File: src/hw/rtl/ocov_pkg.sv
// ocov_pkg: shared types, constants and arithmetic helpers for the 3-d online covariance block
// no dependencies; imported by every module of the block but the checker
package ocov_pkg;

    localparam int COUNT_WIDTH_DEF = 20;
    localparam int NUM_AXES        = 3;
    localparam int SAMPLE_W        = 32;
    localparam int MEAN_W          = 48;
    localparam int DELTA_W         = 49;
    localparam int COV_W           = 64;
    localparam int CNT_OUT_W       = 20;
    localparam int S_DATA_W        = 96;
    localparam int M_DATA_W        = 248;

    localparam logic CMD_ADD   = 1'b0;
    localparam logic CMD_CLEAR = 1'b1;

    localparam logic [1:0] ROW_LAST = 2'd2;

    typedef enum logic [2:0] {
        LS_IDLE,
        LS_MDIV,
        LS_D2,
        LS_MWAIT,
        LS_MUL,
        LS_MFIN,
        LS_MDONE,
        LS_CDIV
    } lane_state_t;

    typedef enum logic [2:0] {
        T_IDLE,
        T_ADD,
        T_MEANW,
        T_MULW,
        T_COV,
        T_COVW
    } top_state_t;

    typedef struct packed {
        logic add;
        logic clr;
        logic mul;
        logic cov;
        logic valid;
    } lane_ctl_t;

    typedef struct packed {
        logic mean_rdy;
        logic mul_done;
        logic idle;
    } lane_stat_t;

    // magnitude of a delta, fits unsigned in the same width
    function automatic logic [DELTA_W-1:0] mag_delta(input logic signed [DELTA_W-1:0] v);
        mag_delta = v[DELTA_W-1] ? DELTA_W'(-v) : DELTA_W'(v);
    endfunction

    function automatic logic [COV_W-1:0] mag_cov(input logic signed [COV_W-1:0] v);
        mag_cov = v[COV_W-1] ? COV_W'(-v) : COV_W'(v);
    endfunction

    // signed value from sign and magnitude, saturated to 64 bits
    function automatic logic signed [COV_W-1:0] sat_mag(input logic neg,
                                                        input logic [COV_W+1:0] m);
        logic signed [COV_W-1:0] r;
        if (neg) begin
            if (m[COV_W+1:COV_W-1] != 3'b000) begin
                r = {1'b1, {(COV_W-1){1'b0}}};
            end else begin
                r = -$signed(m[COV_W-1:0]);
            end
        end else begin
            if (m[COV_W+1:COV_W-1] != 3'b000) begin
                r = {1'b0, {(COV_W-1){1'b1}}};
            end else begin
                r = $signed(m[COV_W-1:0]);
            end
        end
        sat_mag = r;
    endfunction

    function automatic logic signed [COV_W-1:0] sat_add(input logic signed [COV_W-1:0] a,
                                                        input logic signed [COV_W-1:0] b);
        logic signed [COV_W:0] s;
        s = {a[COV_W-1], a} + {b[COV_W-1], b};
        if (s[COV_W] != s[COV_W-1]) begin
            sat_add = s[COV_W] ? {1'b1, {(COV_W-1){1'b0}}} : {1'b0, {(COV_W-1){1'b1}}};
        end else begin
            sat_add = s[COV_W-1:0];
        end
    endfunction

    // q16.32 to q16.16, round half up, saturated
    function automatic logic signed [SAMPLE_W-1:0] round_mean(
        input logic signed [MEAN_W-1:0] m);
        logic signed [MEAN_W:0]   t;
        logic signed [SAMPLE_W:0] q;
        t = {m[MEAN_W-1], m} + (MEAN_W+1)'(32768);
        q = t[MEAN_W:16];
        if (q[SAMPLE_W] != q[SAMPLE_W-1]) begin
            round_mean = q[SAMPLE_W] ? {1'b1, {(SAMPLE_W-1){1'b0}}}
                                     : {1'b0, {(SAMPLE_W-1){1'b1}}};
        end else begin
            round_mean = q[SAMPLE_W-1:0];
        end
    endfunction

endpackage

File: src/hw/rtl/ocov_merge.sv
// ocov_merge: gathers the lane results and sends them as three row transfers
// depends on ocov_pkg
module ocov_merge (
    input  logic                 aclk,
    input  logic                 aresetn,
    input  logic                 load_i,
    input  logic signed [47:0]   mean_i [3],
    input  logic signed [63:0]   cov_i [3][3],
    input  logic [19:0]          count_i,
    input  logic                 valid_i,
    output logic                 busy_o,
    output logic                 m_tvalid,
    input  logic                 m_tready,
    output logic [247:0]         m_tdata,
    output logic                 m_tlast
);
    import ocov_pkg::*;

    logic                      busy_reg;
    logic [1:0]                row_reg;
    logic signed [SAMPLE_W-1:0] mean_reg [3];
    logic signed [COV_W-1:0]    cov_reg [3][3];
    logic [CNT_OUT_W-1:0]       cnt_reg;
    logic                       vld_reg;

    always_ff @(posedge aclk) begin
        if (!aresetn) begin
            busy_reg <= 1'b0;
            row_reg  <= 2'd0;
        end else if (load_i && !busy_reg) begin
            busy_reg <= 1'b1;
            row_reg  <= 2'd0;
        end else if (busy_reg && m_tready) begin
            if (row_reg == ROW_LAST) begin
                busy_reg <= 1'b0;
            end else begin
                row_reg <= row_reg + 2'd1;
            end
        end
    end

    always_ff @(posedge aclk) begin
        if (load_i && !busy_reg) begin
            for (int r = 0; r < 3; r++) mean_reg[r] <= round_mean(mean_i[r]);
            cov_reg <= cov_i;
            cnt_reg <= count_i;
            vld_reg <= valid_i;
        end
    end

    assign busy_o   = busy_reg;
    assign m_tvalid = busy_reg;
    assign m_tlast  = (row_reg == ROW_LAST);
    assign m_tdata  = {1'b0, vld_reg, cnt_reg, cov_reg[row_reg][2], cov_reg[row_reg][1],
                       cov_reg[row_reg][0], mean_reg[row_reg], row_reg};

endmodule

File: config.mk
export PLATFORM = sky130hd
export DESIGN_NAME = ocov_merge
export DESIGN_NICKNAME = d
export VERILOG_FILES = /design/src/hw/rtl/ocov_pkg.sv /design/src/hw/rtl/ocov_merge.sv
export SDC_FILE = /design/constraint.sdc
export NUM_CORES = 1
export LEC_CHECK = 0
export BUFFER_PORTS_ARGS = -buffer_cell sky130_fd_sc_hd__clkbuf_2
export CAP_MARGIN = 20
export CORE_AREA = 2 2 393 395
export DETAILED_ROUTE_END_ITERATION = 12
export DIE_AREA = 0 0 395 397
export GPL_TIMING_DRIVEN = 0
export HOLD_SLACK_MARGIN = 0.06
export REMOVE_ABC_BUFFERS = 1
export SETUP_SLACK_MARGIN = 0.5
export SLEW_MARGIN = 20
export SYNTH_ARGS = -nofsm -noshare
export SYNTH_HDL_FRONTEND = slang
export SYNTH_SLANG_ARGS = --single-unit
File: constraint.sdc
create_clock -name aclk -period 60.5 [get_ports aclk]
set_input_delay 3.025 -clock aclk [delete_from_list [all_inputs] [get_ports aclk]]
set_output_delay 3.025 -clock aclk [all_outputs]
set_load 0.01 [all_outputs]
==> results.py <==
metrics = {
    "setup_path": {
        "cp.buffers_inverters": 8,
        "r2r_start": "busy_o$_SDFFE_PN0P_",
        "worstSetupEndpointType": "primary output",
        "critPathTopFamily": "buffers and inverters",
        "slowest_delay_ns": 0.68,
        "worstPathMaxFanout": 56,
        "start_kind": "flip-flop",
        "r2r_end": "cov_reg[131]$_DFFE_PP_",
        "worstSetupPathType": "reg2out",
        "path_cells": "buf_16, inv_1, nor2_4, buf_16, buf_12, buf_16, buf_12, buf_12, nand2_1, o21ai_0, clkbuf_2",
        "arrival_ns": 3.75,
        "reg2regPathDepth": 10,
        "critPathSlowestCell": "dfxtp_4",
        "cp.required_ns": 57.48,
        "r2r_slack_ns": 57.23,
    },
    "yosys": {
        "async_flop_share_pct": 0,
        "syn_area_per_cell_um2": 14.9,
        "synth_edf_count": 693,
        "ys.flop_type": "edfxtp_1",
        "synth_area_um2": 28200,
        "ys_seq_area_share_pct": 74.1,
        "synth-seq-cells": 698,
        "ys_warn_count": 0,
        "synthCells": 1895,
        "synth_cell_types": 59,
    },
    "clock_tree": {
        "root_buffer": "clkbuf_16",
        "post_cts_buffers": 0,
        "clk_latency_ns": 0.66,
        "cts_tree": "yes",
        "ctsResizeCount": 0,
        "clock-sinks": 698,
        "numCtsBuffers": 84,
        "postCtsHoldBufs": 0,
        "ctsHtreeMaxLevel": 3,
        "cts_buffer_depth": 3,
        "clk_pin_slew_worst_paths_ns": 0.05,
    },
    "route": {
        "first_pass_iters": 5,
        "final_antenna_net_count": 0,
        "drc": 0,
        "post_drt_wl_per_cell_um": 22.8,
        "first_iter_violations": 1651,
        "vias_per_cell": 4.03,
        "via_count": 20176,
        "finalWirelength_mm": 114,
    },
    "sta": {
        "setup_viol": 0,
        "rsz0062_at_grt": "false",
        "fin_ws_ns": 53.72,
        "maxSlewViolCount": 0,
        "tns_ns": 0,
        "worstMarginPinSlew_ns": 0.984,
        "slew_headroom_pct": 33.7,
        "max_freq_mhz": 148,
        "hold_viol": 0,
        "skew_ns": 0.0427,
        "min_period_ns": 6.78,
        "fin_crit_sh_pct": 11.2,
    },
    "layout": {
        "mostFrequentLayoutCell": "clkbuf_2",
        "ff_latch_area_um2": 20900,
        "multi_input_area_um2": 6940,
        "final_cells": 5011,
        "fillers": 15940,
        "drive_gt1_share_pct": 39.1,
        "largest_reg_flops": 576,
        "fin_nets": 3638,
        "area_growth_pct": 38.8,
        "final_cell_mix": "949 x clkbuf_2, 693 x edfxtp_1, 293 x nand2_1, 255 x o21ai_0, 226 x mux2i_1",
        "final_util_pct": 25.6,
    },
    "placed_design": {
        "io_buffers": 949,
        "dpl.cell_count": 4846,
        "gp_congestion": 0.885,
        "hpwl_mm": 91.6,
        "dp_slack_ns": 54.24,
    },
    "floorplanning": {
        "io_pins": 996,
        "die-area_um2": 157000,
        "die_y_um": 397,
        "start_util_pct": 18.4,
        "die_w_um": 395,
        "core_area_um2": 153000,
        "placementRows": 144,
    },
    "global_route": {
        "globalRouteOverflowTotal": 0,
        "grt_pass1_wl_mm": 154,
        "grt_pass1_vias": 19890,
        "grt_usage_pct": 14.0,
        "grt_max_degree": 58,
        "antenna_found_initial": 65,
    },
    "flow_run": {
        "max_cap_viol_count": 0,
    },
    "pwr": {
        "seq_power_share_pct": 48.0,
        "p_sw_mw": 0.296,
        "p_leak_nw": 14.2,
        "peakVddDrop_v": 0.0000229,
        "power_frac_comb_pct": 9.5,
        "internal_power_mw": 0.898,
        "power.density_nw_per_um2": 30.5,
        "p_sw_share_pct": 24.8,
        "p_clk_share_pct": 42.4,
        "finalPower_mw": 1.19,
    },
    "worst_hold_path": {
        "hold_depth": 1,
        "holdPathEnd": "busy_o$_SDFFE_PN0P_",
        "hp-class": "reg2reg",
        "hold_path.startpoint": "busy_o$_SDFFE_PN0P_",
    },
    "outcome": {
        "outcome": "complete, no violations",
    },
}
==> metrics by stage <==
step	hold WS (ns)	area [µm²]
after CTS	0.646	39100
final	0.636	39200
after global placement	0.566	35200
after detailed placement	0.635	36400
after global routing	0.671	39100
after floorplan	0.588	27800
==> area by class of cell <==
class	instances	area share, %
repair buffers	1002	15.2
inverters	7	0.0671
clock inverters	55	1.52
flip-flops and latches	698	53.4
multi-input cells	1096	17.7
clock buffers	96	5.48
well taps	2044	6.53
diodes	13	0.0831
==> kinds of logic after synthesis <==
family | after synthesis | share of synthesized area (%)
muxes | 227 | 8.06
xor gates and xnor gates | 74 | 2.30
and+or+nand+nor | 480 | 8.06
AOI/OAI and AO/OA | 310 | 5.89
buffers and inverters | 101 | 1.41
adders and majority gates | 4 | 0.177
other | 1 | 0.0133
DFF | 698 | 74.1
==> worst register-to-register path, stage by stage (launching register included) <==
cell and delay (ns):
dfxtp_1 0.42, nor2b_4 0.58, buf_16 0.24, buf_16 0.19, buf_12 0.22, buf_16 0.20
buf_12 0.22, buf_12 0.23, buf_12 0.22, buf_12 0.22, buf_16 0.18
==> power by group through the flow <==
| stage | sequential (mW) | clock, mW | combinational (mW) |
|---|---|---|---|
| final | 0.574 | 0.507 | 0.114 |
| after global routing | 0.576 | 0.541 | 0.123 |
| after CTS | 0.574 | 0.525 | 0.116 |
| after detailed placement | 0.584 | 0 | 0.116 |
| after global placement | 0.633 | 0 | 0.110 |
| after floorplan | 0.614 | 0 | 0.0407 |
==> worst max path at each step <==
stage / to / depth (start not counted) / slack [ns] / startpoint
final: m_tdata[144] / 11 / 53.72 / row_reg[0]$_SDFFE_PP0P_
after global routing: m_tdata[132] / 10 / 53.41 / row_reg[0]$_SDFFE_PP0P_
after CTS: m_tdata[132] / 10 / 53.48 / row_reg[0]$_SDFFE_PP0P_
after detailed placement: m_tdata[132] / 10 / 54.24 / row_reg[0]$_SDFFE_PP0P_
after global placement: m_tdata[214] / 4 / 1.91 / row_reg[1]$_SDFFE_PP0P_
after floorplan: cnt_reg[0]$_DFFE_PP_ / 1 / 25.96 / load_i
==> routing by layer <==
layer  vias up  GRT usage (%)  share of wire, %
li1       9195              -                 -
met1      9750           16.0                37
met2       985           24.1                50
met3       226           4.98               9.3
met4        20           4.80               3.4
met5         -              0              0.12
==> cells in the mapped netlist, drive strengths merged, types with 6 or more instances <==
cell	instances	share of area (%)
xnor2	20	0.62
a21oi	29	0.53
inv	7	0.093
xor2	54	1.7
and2	6	0.13
buf	13	0.23
nand2	293	3.9
a31oi	8	0.18
o21ai	255	4.5
edfxtp	693	74
mux2i	226	8.0
clkbuf	81	1.1
nand4	36	0.93
nand3	42	0.79
nor3	12	0.23
nor2	29	0.41
and3	23	0.54
and4	10	0.31
nor4	11	0.37
Power figures use the tool's default switching activity.
